### config.mk
export PLATFORM = sky130hd
export DESIGN_NAME = psu_output_fault_supervisor
export DESIGN_NICKNAME = d
export VERILOG_FILES = /design/src/design/psu_ofs_pkg.sv /design/src/design/psu_output_fault_supervisor.sv
export SDC_FILE = /design/constraint.sdc
export NUM_CORES = 1
export LEC_CHECK = 0
export BUFFER_PORTS_ARGS = -buffer_cell sky130_fd_sc_hd__buf_4
export CORE_MARGIN = 2
export CORE_UTILIZATION = 61
export CTS_CLUSTER_DIAMETER = 60
export DETAILED_ROUTE_END_ITERATION = 10
export GPL_ROUTABILITY_DRIVEN = 0
export PLACE_DENSITY = 0.85
export SYNTH_ARGS = -nofsm -noshare
export SYNTH_HDL_FRONTEND = slang
export SYNTH_SLANG_ARGS = --single-unit
### constraint.sdc
create_clock -name clk -period 8.2 [get_ports clk]
set_input_delay 0.41 -clock clk [delete_from_list [all_inputs] [get_ports clk]]
set_output_delay 0.41 -clock clk [all_outputs]
set_load 0.02 [all_outputs]
### src/design/psu_ofs_pkg.sv
// ----------------------------------------------------------------------------
// PSU output fault supervisor package
// Types, register indexes, command codes and limits shared by the supervisor.
// ----------------------------------------------------------------------------
package psu_ofs_pkg;

  localparam int StartupTicks  = 100;
  localparam int TempQualTicks = 3;
  localparam int FuseQualTicks = 2;
  localparam int DevQualTicks  = 3;

  localparam logic [6:0] STARTUP_LIM   = 7'(StartupTicks);
  localparam logic [1:0] TEMP_QUAL_LIM = (TempQualTicks > 3) ? 2'd3 : 2'(TempQualTicks);
  localparam logic [1:0] FUSE_QUAL_LIM = (FuseQualTicks > 3) ? 2'd3 : 2'(FuseQualTicks);
  localparam logic [1:0] DEV_QUAL_LIM  = (DevQualTicks > 3) ? 2'd3 : 2'(DevQualTicks);

  localparam logic signed [11:0] SENSOR_HI = 12'sd1000;

  localparam int IN_DATA_W  = 104;
  localparam int OUT_DATA_W = 16;
  localparam int CFG_DATA_W = 20;

  typedef enum logic [1:0] {
    CMD_TICK    = 2'd0,
    CMD_ENABLE  = 2'd1,
    CMD_DISABLE = 2'd2,
    CMD_RESTART = 2'd3
  } user_cmd_t;

  typedef enum logic [2:0] {
    REG_TEMP_LIMIT  = 3'd0,
    REG_FUSE_CUT    = 3'd1,
    REG_CURRENT_MAX = 3'd2,
    REG_POWER_MAX   = 3'd3,
    REG_VOUT_MAX    = 3'd4,
    REG_VOUT_MIN    = 3'd5,
    REG_VDEV_LIMIT  = 3'd6,
    REG_IDEV_MARGIN = 3'd7
  } cfg_index_t;

  // Bit positions in the fault flag vector.
  localparam int FLG_TEMP = 0;
  localparam int FLG_FUSE = 1;
  localparam int FLG_OVI  = 2;
  localparam int FLG_OVP  = 3;
  localparam int FLG_VOUT = 4;
  localparam int FLG_VDEV = 5;
  localparam int FLG_CDEV = 6;
  localparam int FLG_SENS = 7;

  typedef struct packed {
    logic signed [11:0] temperature;
    logic [15:0]        voltage;
    logic [15:0]        current;
    logic [19:0]        power;
    logic [15:0]        voltage_target;
    logic [15:0]        current_target;
    logic               meas_valid;
    logic               constant_current;
    logic               auto_mode;
    logic               init_fail;
    user_cmd_t          user_command;
  } in_item_t;

  typedef struct packed {
    logic       output_on;
    logic       enable_latched;
    logic       starting;
    logic [7:0] flags;
  } out_item_t;

  typedef struct packed {
    logic [1:0] cnt;
    logic       flag;
  } qual_t;

  // A qualification counter counts up to its limit while the condition holds.
  function automatic qual_t qualify(input logic cond, input logic [1:0] cnt,
                                    input logic [1:0] lim);
    qual_t q;
    if (cond) begin
      q.cnt  = (cnt < lim) ? cnt + 2'd1 : cnt;
      q.flag = (q.cnt >= lim);
    end else begin
      q.cnt  = 2'd0;
      q.flag = 1'b0;
    end
    return q;
  endfunction

endpackage

### src/design/psu_output_fault_supervisor.sv
// ----------------------------------------------------------------------------
// PSU output fault supervisor
// Qualifies output faults of a power supply once per tick and drives the
// output switch from a user enable latch.
// ----------------------------------------------------------------------------
// Each item on the input stream is one supervision tick carrying the
// measurements, ramped targets, mode flags and the user command. For every
// item the block returns one result item with the switch drive, the latch,
// the startup indication and the fault flags.
// An accepted item is held in an input register; all checks run on it there,
// and the result is written to the output register as soon as that register
// is free or being emptied, from where it is offered to the receiver. One item
// per cycle is sustained while out_tready stays high; the rate is set by
// the single evaluation stage that reads and updates the supervision state.
// When the receiver stalls, the output register holds its item and the
// input register still takes one more item; after that in_tready drops.
// Reset empties both registers, clears all counters and flags and the user
// latch, restarts the startup hold and loads the register defaults.
// Configuration writes are taken at any clock edge with cfg_we high outside reset.
// ----------------------------------------------------------------------------
module psu_output_fault_supervisor
  import psu_ofs_pkg::*;
(
  input  logic                  clk,
  input  logic                  rst_n,
  input  logic                  in_tvalid,
  output logic                  in_tready,
  // temperature, voltage, current, power, voltage_target, current_target,
  // constant_current, auto_mode, init_fail, user_command, zero fill
  input  logic [IN_DATA_W-1:0]  in_tdata,
  // meas_valid
  input  logic                  in_tuser,
  output logic                  out_tvalid,
  input  logic                  out_tready,
  // output_on, enable_latched, starting, temp_fault, fuse_blown, over_current,
  // over_power, vout_out_of_range, voltage_dev, current_dev, sensor_fail,
  // zero fill
  output logic [OUT_DATA_W-1:0] out_tdata,
  input  logic                  cfg_we,
  input  cfg_index_t            cfg_addr,
  input  logic [CFG_DATA_W-1:0] cfg_wdata
);

  logic [10:0] temp_limit_r;
  logic [15:0] fuse_cut_r;
  logic [15:0] current_max_r;
  logic [19:0] power_max_r;
  logic [15:0] vout_max_r;
  logic [15:0] vout_min_r;
  logic [15:0] vdev_limit_r;
  logic [7:0]  idev_margin_r;

  logic      s1_valid_r;
  in_item_t  s1_item_r;
  logic      out_valid_r;
  out_item_t out_item_r;
  in_item_t  in_item;
  logic      s1_adv;

  logic [6:0] start_ticks_r, start_ticks_nxt;
  logic       start_hold_r, start_hold_nxt;
  logic [1:0] temp_qual_r, temp_qual_nxt;
  logic [1:0] fuse_qual_r, fuse_qual_nxt;
  logic [1:0] vdev_qual_r, vdev_qual_nxt;
  logic [1:0] cdev_qual_r, cdev_qual_nxt;
  logic [7:0] flags_r, flags_nxt;
  logic       user_latch_r, user_latch_nxt;
  out_item_t  out_item_nxt;

  logic        restart;
  logic [6:0]  ticks_a, ticks_inc;
  logic        hold_a;
  logic [1:0]  fuse_qual_a, cdev_qual_a;
  logic [7:0]  flags_a;
  logic        latch_a;
  logic [15:0] vdiff;
  logic [23:0] cur_scaled;
  logic [24:0] tgt_scaled;
  logic        fault;
  qual_t       q_temp, q_fuse, q_vdev, q_cdev;

  assign in_item.temperature      = in_tdata[11:0];
  assign in_item.voltage          = in_tdata[27:12];
  assign in_item.current          = in_tdata[43:28];
  assign in_item.power            = in_tdata[63:44];
  assign in_item.voltage_target   = in_tdata[79:64];
  assign in_item.current_target   = in_tdata[95:80];
  assign in_item.constant_current = in_tdata[96];
  assign in_item.auto_mode        = in_tdata[97];
  assign in_item.init_fail        = in_tdata[98];
  assign in_item.user_command     = user_cmd_t'(in_tdata[100:99]);
  assign in_item.meas_valid       = in_tuser;

  assign s1_adv    = s1_valid_r && (!out_valid_r || out_tready);
  assign in_tready = !s1_valid_r || s1_adv;

  always_ff @(posedge clk) begin
    if (!rst_n) begin
      temp_limit_r  <= 11'd600;
      fuse_cut_r    <= 16'd0;
      current_max_r <= 16'hFFFF;
      power_max_r   <= 20'hFFFFF;
      vout_max_r    <= 16'hFFFF;
      vout_min_r    <= 16'd0;
      vdev_limit_r  <= 16'd1000;
      idev_margin_r <= 8'd26;
    end else if (cfg_we) begin
      case (cfg_addr)
        REG_TEMP_LIMIT:  temp_limit_r  <= cfg_wdata[10:0];
        REG_FUSE_CUT:    fuse_cut_r    <= cfg_wdata[15:0];
        REG_CURRENT_MAX: current_max_r <= cfg_wdata[15:0];
        REG_POWER_MAX:   power_max_r   <= cfg_wdata[19:0];
        REG_VOUT_MAX:    vout_max_r    <= cfg_wdata[15:0];
        REG_VOUT_MIN:    vout_min_r    <= cfg_wdata[15:0];
        REG_VDEV_LIMIT:  vdev_limit_r  <= cfg_wdata[15:0];
        REG_IDEV_MARGIN: idev_margin_r <= cfg_wdata[7:0];
        default: ;
      endcase
    end
  end

  always_comb begin
    restart = (s1_item_r.user_command == CMD_RESTART);

    case (s1_item_r.user_command)
      CMD_ENABLE:  latch_a = 1'b1;
      CMD_DISABLE: latch_a = 1'b0;
      CMD_RESTART: latch_a = 1'b0;
      default:     latch_a = user_latch_r;
    endcase

    ticks_a     = restart ? 7'd0 : start_ticks_r;
    hold_a      = restart ? 1'b1 : start_hold_r;
    fuse_qual_a = restart ? 2'd0 : fuse_qual_r;
    cdev_qual_a = restart ? 2'd0 : cdev_qual_r;
    flags_a     = restart ? 8'd0 : flags_r;

    ticks_inc       = ticks_a + 7'd1;
    start_ticks_nxt = ticks_a;
    start_hold_nxt  = hold_a;
    if (hold_a) begin
      start_ticks_nxt = ticks_inc;
      if (ticks_inc >= STARTUP_LIM) begin
        start_hold_nxt  = 1'b0;
        start_ticks_nxt = STARTUP_LIM;
      end
    end

    flags_nxt = flags_a;
    flags_nxt[FLG_SENS] = (s1_item_r.temperature < 12'sd0) ||
                          (s1_item_r.temperature > SENSOR_HI);

    q_temp = qualify(s1_item_r.temperature >= $signed({1'b0, temp_limit_r}),
                     restart ? 2'd0 : temp_qual_r, TEMP_QUAL_LIM);
    temp_qual_nxt       = q_temp.cnt;
    flags_nxt[FLG_TEMP] = q_temp.flag;

    q_fuse = qualify(s1_item_r.current > fuse_cut_r, fuse_qual_a, FUSE_QUAL_LIM);
    fuse_qual_nxt = fuse_qual_a;
    if ((fuse_cut_r != 16'd0) && s1_item_r.meas_valid) begin
      fuse_qual_nxt       = q_fuse.cnt;
      flags_nxt[FLG_FUSE] = q_fuse.flag;
    end

    flags_nxt[FLG_OVI] = !start_hold_nxt && s1_item_r.meas_valid &&
                         (s1_item_r.current > current_max_r);
    flags_nxt[FLG_OVP] = !start_hold_nxt && s1_item_r.meas_valid &&
                         (s1_item_r.power > power_max_r);
    flags_nxt[FLG_VOUT] = !start_hold_nxt && s1_item_r.meas_valid &&
                          ((s1_item_r.voltage > vout_max_r) ||
                           (s1_item_r.voltage < vout_min_r));

    vdiff = (s1_item_r.voltage > s1_item_r.voltage_target) ?
            s1_item_r.voltage - s1_item_r.voltage_target :
            s1_item_r.voltage_target - s1_item_r.voltage;
    q_vdev = qualify(vdiff > vdev_limit_r, restart ? 2'd0 : vdev_qual_r, DEV_QUAL_LIM);
    if (!s1_item_r.auto_mode || start_hold_nxt || s1_item_r.constant_current ||
        !s1_item_r.meas_valid) begin
      vdev_qual_nxt       = 2'd0;
      flags_nxt[FLG_VDEV] = 1'b0;
    end else begin
      vdev_qual_nxt       = q_vdev.cnt;
      flags_nxt[FLG_VDEV] = q_vdev.flag;
    end

    cur_scaled = {s1_item_r.current, 8'd0};
    tgt_scaled = 25'(s1_item_r.current_target) * 25'({1'b1, idev_margin_r});
    q_cdev = qualify({1'b0, cur_scaled} > tgt_scaled, cdev_qual_a, DEV_QUAL_LIM);
    cdev_qual_nxt = cdev_qual_a;
    if (s1_item_r.auto_mode && s1_item_r.meas_valid) begin
      cdev_qual_nxt       = q_cdev.cnt;
      flags_nxt[FLG_CDEV] = q_cdev.flag;
    end

    fault          = (flags_nxt != 8'd0) || s1_item_r.init_fail;
    user_latch_nxt = latch_a && !fault;

    out_item_nxt.output_on      = latch_a && !fault;
    out_item_nxt.enable_latched = user_latch_nxt;
    out_item_nxt.starting       = start_hold_nxt;
    out_item_nxt.flags          = flags_nxt;
  end

  always_ff @(posedge clk) begin
    if (!rst_n) begin
      s1_valid_r    <= 1'b0;
      out_valid_r   <= 1'b0;
      start_ticks_r <= 7'd0;
      start_hold_r  <= 1'b1;
      temp_qual_r   <= 2'd0;
      fuse_qual_r   <= 2'd0;
      vdev_qual_r   <= 2'd0;
      cdev_qual_r   <= 2'd0;
      flags_r       <= 8'd0;
      user_latch_r  <= 1'b0;
    end else begin
      if (in_tready) begin
        s1_valid_r <= in_tvalid;
      end
      if (s1_adv) begin
        out_valid_r   <= 1'b1;
        start_ticks_r <= start_ticks_nxt;
        start_hold_r  <= start_hold_nxt;
        temp_qual_r   <= temp_qual_nxt;
        fuse_qual_r   <= fuse_qual_nxt;
        vdev_qual_r   <= vdev_qual_nxt;
        cdev_qual_r   <= cdev_qual_nxt;
        flags_r       <= flags_nxt;
        user_latch_r  <= user_latch_nxt;
      end else if (out_tready) begin
        out_valid_r <= 1'b0;
      end
    end
  end

  always_ff @(posedge clk) begin
    if (in_tready && in_tvalid) begin
      s1_item_r <= in_item;
    end
    if (s1_adv) begin
      out_item_r <= out_item_nxt;
    end
  end

  assign out_tvalid = out_valid_r;
  assign out_tdata  = {5'd0,
                       out_item_r.flags[FLG_SENS],
                       out_item_r.flags[FLG_CDEV],
                       out_item_r.flags[FLG_VDEV],
                       out_item_r.flags[FLG_VOUT],
                       out_item_r.flags[FLG_OVP],
                       out_item_r.flags[FLG_OVI],
                       out_item_r.flags[FLG_FUSE],
                       out_item_r.flags[FLG_TEMP],
                       out_item_r.starting,
                       out_item_r.enable_latched,
                       out_item_r.output_on};

  a_on_needs_latch: assert property (@(posedge clk) disable iff (!rst_n)
    out_valid_r && out_item_r.output_on |-> out_item_r.enable_latched)
    else $error("output on without the user latch");

  a_on_needs_no_fault: assert property (@(posedge clk) disable iff (!rst_n)
    out_valid_r && out_item_r.output_on |-> (out_item_r.flags == 8'd0))
    else $error("output on while a fault is flagged");

  a_no_limit_in_startup: assert property (@(posedge clk) disable iff (!rst_n)
    out_valid_r && out_item_r.starting |->
      !(out_item_r.flags[FLG_OVI] || out_item_r.flags[FLG_OVP] ||
        out_item_r.flags[FLG_VOUT] || out_item_r.flags[FLG_VDEV]))
    else $error("absolute limit or voltage deviation flagged during startup");

  a_state_saved_with_result: assert property (@(posedge clk) disable iff (!rst_n)
    s1_adv |=> out_valid_r && (user_latch_r == out_item_r.enable_latched) &&
               (start_hold_r == out_item_r.starting))
    else $error("supervision state and result disagree");

endmodule

==> Flow_metrics.wiki, run 1 <==
{| class="wikitable"
! Metric !! Value
|-
| Die width || 176.2 um
|-
| Ratio of final minimum period to clock period || 94.51%
|-
| Multi-input combinational cell area || 10,440 sq um
|-
| PortBufs || 142
|-
| Number of antenna violations at the first check in global routing || 0
|-
| Critical Setup Path Class || reg -> reg
|-
| Post-detailed-placement half-perimeter wirelength || 31,580 um
|-
| CTS Root Cell || clkbuf_16
|-
| Clock latency reported for the late side of the worst-skew pair || 0.60 ns
|-
| Maximum number of pins on one net before global-route repair || 107
|-
| Remaining antenna violation count || 0
|-
| Total of warnings raised by yosys || 0
|-
| Initial Utilization || 61.50%
|-
| Routed len/inst || 17.58 um
|-
| Final Instance Count excl. Fillers || 2,585
|-
| Maximum net fanout on the critical path || 9
|-
| Kind of start point of the critical path || flip-flop
|-
| Layout Skew || 0.01187 ns
|-
| Register area share after synthesis || 34.10%
|-
| Die height || 176.2 um
|-
| 1st-iter DRT viols || 1,073
|-
| Remaining design rule violation count || 0
|-
| Post-synthesis instance area || 18,080 sq um
|-
| Total overflow reported by the global router || 0
|-
| CP Data Required Time || 8.54 ns
|-
| Area of all sequential standard cells || 6168 sq um
|-
| Clock transition time at the flip-flop clock pins of the worst setup and hold paths || 0.06 ns
|-
| Clock net sink count || 252
|-
| Setup TNS || 0 ns
|-
| H-tree depth || 1
|-
| Total number of nets in the final design || 2,607
|-
| Clock tree from TritonCTS || yes
|-
| Final count of negative-setup-slack endpoints || 0
|-
| Avg Cell Area, Syn || 9.211 sq um
|-
| Delay of the slowest cell on the worst path || 0.56 ns
|-
| Final-report hold violation count || 0
|-
| Number of vias per cell after detailed routing || 5.754
|-
| Wirelength, routed || 45,430 um
|-
| Layout cells sized above 1 || 10.48%
|-
| Top flip-flop cell by instance count after synthesis || dfxtp_1
|-
| Via count of the first global-routing pass || 15,038
|-
| Peak VDD IR || 0.0001922 V
|-
| Standard-cell rows || 63
|-
| Die area || 31,030 sq um
|-
| Layout-stage area growth over the synthesis result || 18.50%
|-
| Minimum clock period || 7.750 ns
|-
| Cells after synthesis || 1,963
|-
| Number of synthesized flops with an enable pin || 112
|-
| Count of TritonRoute iterations in the first routing pass || 5
|-
| Via total after detailed routing || 14,873
|-
| Synth Register Bits || 252
|-
| Maximum clock frequency || 129.0 MHz
|-
| Transition time at the pin with the least slew margin || 1.235 ns
|-
| Highest-delay cell along the critical path || fa_1
|-
| Number of I/O pins || 151
|-
| Reported max-cap violation count || 0
|-
| Type of destination of the critical path || flip-flop
|-
| GRT Overall Usage || 29.63%
|-
| Total leakage power || 9.862 nW
|-
| Async set-reset flop share out of synthesis || 0%
|-
| Worst slew margin relative to its limit || 17.34%
|-
| DP Cell Count || 2,428
|-
| Unique masters post-synth || 73
|-
| Core area || 29,400 sq um
|-
| Clock buffers created by TritonCTS || 31
|-
| Buffer depth of the longest clock path || 3
|-
| Fill cell count || 2,028
|-
| Wire length of the first global-routing pass || 74,010 um
|-
| Areal power density over the cells || 202.8 nW/um^2
|-
| Number of max-slew violations in the final report || 0
|-
| Crit path DAT || 8.09 ns
|-
| Result of the run || finished clean
|-
| Setup repair after global routing missed its margin || false
|-
| Type of the worst min-delay path || in -> reg
|}
[routing by layer]
metal	wire [um]	GRT usage, %	vias up
met5	0	0	-
met4	2138	12.43	0
met3	3205	5.685	149
met2	21650	49.89	591
met1	18440	37.49	7117
li1	-	-	7016
[layout make-up]
type | count | area share (%)
antenna | 1 | 0.01168
clock buffer | 44 | 4.286
tap | 390 | 2.278
clock inverter | 14 | 0.5781
inverter | 307 | 5.378
sequential | 252 | 28.79
timing repair buffer | 252 | 9.974
multi-input combinational | 1325 | 48.70
[timing repair]
item / CTS / global route
gates resized for setup: 0 / 4
endpoints found under the setup margin: 0 / 5
buffers inserted: 0 / 0
hold endpoints to repair: 98 / 0
hold buffers: 98 / 0
[state kept, by name, summed over array words and instances, names as in the netlist]
| name | cells |
|---|---|
| power_max_r | 20 |
| idev_margin_r | 8 |
| cur_scaled | 16 |
| temp_qual_r | 2 |
| start_ticks_r | 7 |
| fuse_cut_r | 16 |
| flags_r | 2 |
| vout_max_r | 16 |
| current_max_r | 16 |
| s1_item_r | 86 |
| fuse_qual_r | 2 |
| cdev_qual_r | 2 |
| user_latch_r | 1 |
| out_tvalid | 1 |
| start_hold_r | 1 |
| s1_valid_r | 1 |
| vdev_qual_r | 2 |
| out_tdata | 10 |
| temp_limit_r | 11 |
| vout_min_r | 16 |
| vdev_limit_r | 16 |
[cell usage in the layout (no fill, tap or decap), types with 6 or more instances in the layout]
cell type	n
a2111oi_0	7
a211oi_1	13
a21boi_0	58
a21o_1	41
a21oi_1	83
a31oi_1	9
and2_1	63
and3_1	10
buf_4	154
clkbuf_1	7
clkbuf_16	34
clkinv_2	6
dfxtp_1	138
dlygate4sd3_1	98
edfxtp_1	112
fa_1	101
ha_1	204
inv_1	307
mux2i_1	8
nand2_1	300
nand2b_1	13
nand3_1	25
nand4_1	25
nor2_1	54
nor2b_1	25
nor3_1	12
nor3b_1	6
nor4_1	10
o211ai_1	72
o21a_1	13
o21ai_0	42
o21ai_1	9
o31ai_1	6
or2_2	6
or3_1	8
xnor2_1	20
xor2_1	12
[worst paths after layout]
check,startpoint,to,slack (ns),depth (start not counted)
setup / recovery,s1_item_r[7]$_DFFE_PP_,out_tdata[1]$_DFFE_PP_,0.45,29
hold / removal,in_tdata[32],cur_scaled[12]$_DFFE_PP_,0.03,1
hold reg to reg,vdev_limit_r[13]$_SDFFE_PN0P_,vdev_limit_r[13]$_SDFFE_PN0P_,0.47,2
setup reg to reg,s1_item_r[7]$_DFFE_PP_,out_tdata[1]$_DFFE_PP_,0.45,29
[critical path, delay by kind of cell, from the launching register on]
kind	cells	cell delay [ns]
compound gates	14	3.27
fa+ha+maj	6	2.72
buf+inv	4	0.22
flops	1	0.53
mux	1	0.15
simple gates	4	0.60
[cell usage after synthesis, drive strengths merged (5+ instances only)]
cell type	n	area share, %
edfxtp	112	19
nor3b	6	0.25
a21oi	83	2.3
fa	101	11
nor3	13	0.36
nand2	300	6.2
ha	204	14
nor2	56	1.2
a2111oi	10	0.53
mux2i	10	0.60
a21o	41	1.7
a21boi	61	2.5
a31oi	9	0.31
clkbuf	70	1.5
nor2b	25	0.86
or2	6	0.21
nand2b	13	0.45
and3	10	0.35
o21ai	51	1.4
dfxtp	140	16
xnor2	20	0.97
or3	8	0.28
o31ai	6	0.25
nor4	10	0.35
a211o	5	0.24
inv	307	6.4
nand3	26	0.75
a211oi	14	0.61
nand4	25	0.86
buf	13	0.49
xor2	12	0.58
and2	64	2.2
o211ai	72	3.0
o21a	13	0.54
[cell families after synthesis]
group	share of synthesized area (%)
AND/OR/NAND/NOR	14.97
AO/OA/AOI/OAI	14.84
buffers and inverters	8.373
adder cells (fa/ha/maj)	25.30
flip-flops	34.10
XOR/XNOR	1.550
other	0.02074
multiplexers	0.8443
[metrics by stage]
| step | setup slack, ns | power (W) | hold slack (ns) | utilization, % | area (sq um) |
|---|---|---|---|---|---|
| 5_1_grt | 0.007794 | 0.004609 | 0.01272 | 72.86 | 21420 |
| 3_5_place_dp | 0.4217 | 0.002903 | 0.4604 | 65.95 | 19390 |
| 2_1_floorplan | 1.192 | 0.002540 | 0.4435 | - | 18100 |
| 6_report | 0.4504 | 0.004346 | 0.02771 | 72.87 | 21430 |
| 4_1_cts | 0.3318 | 0.004323 | 0.0005732 | 72.83 | 21410 |
| 3_3_place_gp | 0.5845 | 0.002835 | 0.4496 | 65.95 | 19390 |
[report_power, final]
group | internal [W] | switching [W] | total [W]
logic | 0.000694 | 0.000858 | 0.00155
registers | 0.00137 | 0.0000482 | 0.00142
clock network | 0.000794 | 0.000584 | 0.00138
Power figures use the tool's default switching activity.
==> run 2: changes to the inputs <==
- ABC_AREA: not set -> 1
==> run 2 against run 1 <==
  * Largest cell class unchanged
  * Via count increased by 1.7%
  * Synthesized cell count increased by 11%
  * Sequential power about the same
  * Synthesized area about the same
  * Sequential share of layout area increased by 1.0 points
  * Register-to-register slack improved by 1.0 ns
  * Worst setup slack improved by 1.0 ns
  * Power increased by 0.98%
  * Routed wire length decreased by 2.9%
==> Flow_metrics.wiki, run 2 <==
{| class="wikitable"
! Metric !! Value
|-
| Result of the run || finished clean
|-
| Critical Setup Path Class || reg -> reg
|-
| Biggest area consumer among synthesized cells || edfxtp_1
|-
| Areal power density over the cells || 212.2 nW/um^2
|-
| Layout-stage area growth over the synthesis result || 14.36%
|-
| Worst slack on hold paths || 0.02034 ns
|-
| Clock transition time at the flip-flop clock pins of the worst setup and hold paths || 0.06 ns
|-
| Reported max-cap violation count || 0
|-
| Total leakage power || 10.52 nW
|-
| Largest register by flop count || s1_item_r
|-
| Maximum net fanout on the critical path || 17
|-
| Initial Utilization || 61.51%
|-
| Wirelength, routed || 44,110 um
|-
| Leading cell types by count after synthesis || inv_1, nand2_1, ha_1, a21oi_1, dfxtp_1
|-
| Flip-flop count of the largest register after layout || 86
|-
| Clock net sink count || 252
|-
| Standard-cell rows || 63
|-
| Wire length of the first global-routing pass || 71,730 um
|-
| Die area || 31,040 sq um
|-
| Number of max-slew violations in the final report || 0
|-
| Internal power contribution || 0.002782 W
|-
| H-tree depth || 1
|-
| Register area share after synthesis || 34.09%
|-
| Fill cell count || 2,165
|-
| Worst slew margin relative to its limit || 38.21%
|-
| Async set-reset flop share out of synthesis || 0%
|-
| Synth Register Bits || 252
|-
| Final count of negative-setup-slack endpoints || 0
|-
| Post-synthesis instance area || 18,080 sq um
|-
| Kind of start point of the critical path || flip-flop
|-
| CP Data Required Time || 8.51 ns
|-
| Remaining antenna violation count || 0
|-
| Number of synthesized flops with an enable pin || 112
|-
| Top library cells by usage in the layout, fill and taps aside || inv_1, nand2_1, ha_1
|-
| Transition time at the pin with the least slew margin || 0.9256 ns
|-
| Die height || 176.2 um
|-
| Sw frac || 36.60%
|-
| Clock buffers created by TritonCTS || 29
|-
| Top flip-flop cell by instance count after synthesis || dfxtp_1
|-
| Type of the worst min-delay path || in -> reg
|-
| Type of destination of the critical path || flip-flop
|-
| Number of vias per cell after detailed routing || 5.524
|-
| Via total after detailed routing || 15,130
|-
| Diodes inserted || 0
|-
| Maximum clock frequency || 148.2 MHz
|-
| Number of antenna violations at the first check in global routing || 0
|-
| GRT Overall Usage || 28.69%
|-
| Buffers inserted by post-CTS timing repair || 0
|-
| Unique masters post-synth || 53
|-
| Crit path DAT || 7.06 ns
|-
| Remaining design rule violation count || 0
|-
| 1st-iter DRT viols || 1,165
|-
| Avg Cell Area, Syn || 8.273 sq um
|-
| Clock latency reported for the late side of the worst-skew pair || 0.57 ns
|-
| Area share of the largest cell type after synthesis || 18.60%
|-
| Minimum clock period || 6.748 ns
|-
| Buffer depth of the longest clock path || 3
|-
| Via count of the first global-routing pass || 15,249
|-
| Peak VDD IR || 0.0001831 V
|-
| Total number of nets in the final design || 2,765
|-
| Highest-delay cell along the critical path || dfxtp_1
|-
| Count of TritonRoute iterations in the first routing pass || 6
|-
| Layout Skew || 0.02047 ns
|-
| Area after detailed placement || 19,340 sq um
|-
| Most common cell after layout, fill and taps aside || inv_1
|-
| Logic gate share of total power || 38.5%
|-
| Sw Pwr || 0.001606 W
|-
| Biggest regs || s1_item_r: 86 flops, power_max_r: 20 flops
|-
| Setup repair after global routing missed its margin || false
|-
| Layout cells sized above 1 || 9.749%
|-
| Ratio of final minimum period to clock period || 82.30%
|-
| Die width || 176.2 um
|-
| Cells after synthesis || 2,186
|-
| CTS Root Cell || clkbuf_16
|-
| Clock tree from TritonCTS || yes
|-
| Final-report hold violation count || 0
|-
| Routed len/inst || 16.10 um
|-
| Fraction of power consumed by sequential logic || 32.7%
|-
| Most instantiated library cell after synthesis || inv_1
|-
| Number of I/O pins || 151
|-
| Post-route standard cell area excluding fillers || 20,680 sq um
|-
| Core area || 29,400 sq um
|-
| Cell seen most often among critical-path stages || nand2_1
|-
| Top area cells in the synthesized netlist || edfxtp_1, dfxtp_1, ha_1, fa_1, inv_1
|-
| Maximum number of pins on one net before global-route repair || 89
|-
| Total of warnings raised by yosys || 0
|-
| Hold bufs inserted after CTS || 39
|-
| Setup TNS || 0 ns
|-
| PortBufs || 142
|-
| Quantity of gates resized following cts || 0
|-
| Total overflow reported by the global router || 0
|-
| Post-detailed-placement half-perimeter wirelength || 32,430 um
|-
| Delay of the slowest cell on the worst path || 0.93 ns
|-
| Clock share of power || 28.8%
|}
run 2: cell types whose count changed after synthesis, sizes merged, moves of 11 or more:
cell	before	now
nand2	300	448
a21boi	61	1
and2	64	1
nor2b	25	0
inv	307	464
nor2	56	116
a21o	41	7
o21ai	51	120
a211oi	14	3
nand2b	13	0
a21oi	83	166
xor2	12	26
nand3	26	61
run 2: cells by family after synthesis:
logic type | after synthesis | share of synthesized area [%]
other | 1 | 0.02074
adders and majority gates | 305 | 25.29
buffers and inverters | 545 | 11.62
and+or+nand+nor | 661 | 14.94
AOI/OAI and AO/OA | 383 | 12.14
DFF | 252 | 34.09
xor gates and xnor gates | 39 | 1.889
run 2: layer usage:
| layer | GRT usage (%) | vias up | wire length (um) |
|---|---|---|---|
| li1 | - | 7253 | - |
| met1 | 35.07 | 7121 | 17170 |
| met2 | 50.00 | 606 | 21510 |
| met3 | 4.694 | 150 | 3413 |
| met4 | 12.78 | 0 | 2005 |
| met5 | 0 | - | 0 |
run 2: worst paths after layout:
kind,from,endpoint,slack [ns],depth (start not counted)
worst max-delay path,idev_margin_r[2]$_SDFFE_PN0P_,out_tdata[1]$_DFFE_PP_,1.45,31
worst min-delay path,in_tdata[11],s1_item_r[101]$_DFFE_PP_,0.02,1
worst max register to register,idev_margin_r[2]$_SDFFE_PN0P_,out_tdata[1]$_DFFE_PP_,1.45,31
worst min register to register,vdev_limit_r[1]$_SDFFE_PN0P_,vdev_limit_r[1]$_SDFFE_PN0P_,0.46,2
run 2: layout make-up:
type                    count  area, sq um  share of cell area [%]
clock inverters            20        153.9                  0.7441
clock buffers              33        792.0                   3.830
well taps                 390        488.0                   2.359
inverters                 465         1752                   8.470
flip-flops and latches    252         6166                   29.81
multi-input cells        1393         9836                   47.56
repair buffers            186         1494                   7.224
run 2: through the flow:
step | total power [W] | std cells | setup slack [ns] | utilization, %
floorplan | 0.002699 | 2190 | 2.416 | -
detailed placement | 0.003100 | 2647 | 1.635 | 65.79
finish | 0.004388 | 2739 | 1.452 | 70.34
CTS | 0.004383 | 2739 | 1.606 | 70.34
global placement | 0.003012 | 2647 | 1.833 | 65.79
global route | 0.004721 | 2739 | 1.020 | 70.34
run 2: power groups by stage:
stage | Clock (W) | Combinational, W | Sequential (W)
after floorplan | 0 | 0.00127 | 0.00143
after global placement | 0 | 0.00156 | 0.00145
after detailed placement | 0 | 0.00164 | 0.00146
after CTS | 0.00128 | 0.00167 | 0.00143
after global routing | 0.00133 | 0.00195 | 0.00144
final | 0.00127 | 0.00169 | 0.00143
run 2: critical path, delay by kind of cell, from the launching register on:
| kind | cells | cell delay [ns] |
|---|---|---|
| flip-flops | 1 | 0.93 |
| AO/OA/AOI/OAI | 4 | 1.08 |
| XOR/XNOR | 1 | 0.17 |
| AND/OR/NAND/NOR | 14 | 1.28 |
| buffers and inverters | 6 | 0.29 |
| adder cells (fa/ha/maj) | 6 | 2.73 |
==> run 3: changes to the inputs <==
- clock period: 8.2 -> 7 ns (I/O delays scaled with it)
==> run 3 against run 2 <==
  * Clock skew shrank 0.0071 ns
  * Power grew 21%
  * Via count grew 3.1%
  * Hold slack gained 0.022 ns
  * Sequential cell count is the same
  * Combinational power grew 20%
  * Register-to-register slack lost 0.84 ns
  * Die area is the same
  * Global-route usage grew 2.0 points
  * Critical endpoint is now flags_r[6]$_SDFFE_PN0P_
==> Flow_metrics.wiki, run 3 (synthesized netlist as in run 2, its figures left out) <==
{| class="wikitable"
! Metric !! Value
|-
| Crit path DAT || 6.86 ns
|-
| Setup repair after global routing missed its margin || false
|-
| Remaining antenna violation count || 0
|-
| Maximum number of pins on one net before global-route repair || 100
|-
| Initial Utilization || 61.51%
|-
| Area after detailed placement || 19,390 sq um
|-
| Die height || 176.2 um
|-
| Die area || 31,040 sq um
|-
| Remaining design rule violation count || 0
|-
| Layout cells sized above 1 || 9.530%
|-
| Number of max-slew violations in the final report || 0
|-
| GRT Overall Usage || 30.66%
|-
| 1st-iter DRT viols || 1,217
|-
| Number of vias per cell after detailed routing || 5.543
|-
| CTS Root Cell || clkbuf_16
|-
| Via count of the first global-routing pass || 16,312
|-
| Type of the worst min-delay path || in -> reg
|-
| Standard-cell rows || 63
|-
| Largest register by flop count || s1_item_r
|-
| Flip-flop count of the largest register after layout || 86
|-
| Clock net sink count || 252
|-
| Total overflow reported by the global router || 0
|-
| Delay of the slowest cell on the worst path || 0.89 ns
|-
| Via total after detailed routing || 15,597
|-
| Layout Skew || 0.01337 ns
|-
| Maximum net fanout on the critical path || 17
|-
| Final-report hold violation count || 0
|-
| Kind of start point of the critical path || flip-flop
|-
| Reported max-cap violation count || 0
|-
| Quantity of gates resized following cts || 0
|-
| Routed len/inst || 16.72 um
|-
| Final count of negative-setup-slack endpoints || 0
|-
| Cell seen most often among critical-path stages || inv_1
|-
| Total number of nets in the final design || 2,838
|-
| Total leakage power || 10.84 nW
|-
| Diodes inserted || 0
|-
| Hold bufs inserted after CTS || 105
|-
| Buffer depth of the longest clock path || 3
|-
| Transition time at the pin with the least slew margin || 0.9954 ns
|-
| Clock transition time at the flip-flop clock pins of the worst setup and hold paths || 0.06 ns
|-
| Layout-stage area growth over the synthesis result || 18.64%
|-
| H-tree depth || 1
|-
| CP Data Required Time || 7.47 ns
|-
| Clock latency reported for the late side of the worst-skew pair || 0.58 ns
|-
| Minimum clock period || 6.389 ns
|-
| Type of destination of the critical path || flip-flop
|-
| DP Cell Count || 2,653
|-
| Top library cells by usage in the layout, fill and taps aside || inv_1, nand2_1, ha_1
|-
| Post-detailed-placement half-perimeter wirelength || 32,890 um
|-
| Highest-delay cell along the critical path || dfxtp_1
|-
| Worst slew margin relative to its limit || 33.64%
|-
| Ratio of final minimum period to clock period || 91.27%
|-
| Core area || 29,400 sq um
|-
| Peak VDD IR || 0.0002015 V
|-
| Most common cell after layout, fill and taps aside || inv_1
|-
| Final Instance Count excl. Fillers || 2,814
|-
| Wirelength, routed || 47,040 um
|-
| Number of antenna violations at the first check in global routing || 0
|-
| PortBufs || 142
|-
| Clock buffers created by TritonCTS || 30
|-
| Critical Setup Path Class || reg -> reg
|-
| Die width || 176.2 um
|-
| Post-route standard cell area excluding fillers || 21,460 sq um
|-
| Number of I/O pins || 151
|-
| Maximum clock frequency || 156.5 MHz
|-
| Count of TritonRoute iterations in the first routing pass || 6
|-
| Setup TNS || 0 ns
|-
| Buffers inserted by post-CTS timing repair || 0
|-
| Biggest regs || s1_item_r: 86 flops, power_max_r: 20 flops
|-
| Post-layout utilization of the core || 72.97%
|-
| Areal power density over the cells || 246.6 nW/um^2
|-
| Result of the run || finished clean
|-
| Wire length of the first global-routing pass || 76,660 um
|-
| Clock tree from TritonCTS || yes
|}
-- run 3: final timing paths --
kind | startpoint | endpoint | slack (ns) | cells past startpoint
max | idev_margin_r[3]$_SDFFE_PN1P_ | flags_r[6]$_SDFFE_PN0P_ | 0.61 | 27
min | cfg_wdata[17] | power_max_r[17]$_SDFFE_PN1P_ | 0.04 | 3
max reg2reg | idev_margin_r[3]$_SDFFE_PN1P_ | flags_r[6]$_SDFFE_PN0P_ | 0.61 | 27
min reg2reg | vdev_limit_r[13]$_SDFFE_PN0P_ | vdev_limit_r[13]$_SDFFE_PN0P_ | 0.46 | 2
-- run 3: power by group --
part / internal (W) / switching [W]
logic: 0.000818 / 0.00121
registers: 0.00161 / 0.0000660
clock network: 0.000942 / 0.000648
total: 0.00337 / 0.00192
-- run 3: final cells by class --
type,instances,area (sq um)
multi-input combinational,1393,9836
sequential,252,6166
inverter,465,1752
tap,390,488.0
timing repair buffer,258,2200
clock inverter,15,150.1
clock buffer,41,864.6
fill,2021,7946
-- run 3: metrics by stage --
stage                     total power [W]  hold WS (ns)  worst slack [ns]
after global placement           0.003541        0.4463            0.8121
after floorplan                  0.003161        0.4353             1.216
after global routing             0.005656       0.03124            0.2200
final                            0.005291       0.04214            0.6111
after CTS                        0.005277      0.009646            0.7019
after detailed placement         0.003641        0.4517            0.7182
-- run 3: critical path, delay by kind of cell, from the launching register on --
kind	cells	cell delay [ns]
buffers and inverters	6	0.42
adders and majority gates	6	2.68
DFF	1	0.89
and+or+nand+nor	10	1.31
AOI/OAI and AO/OA	4	0.80
xor gates and xnor gates	1	0.18
-- run 3: per-layer routing --
layer  vias up  wire (um)  track usage (%)
met2       640      23190            54.31
met3       182       3442            5.792
met5         -          0                0
li1       7385          -                -
met1      7390      18210            35.82
met4         0       2190            14.53
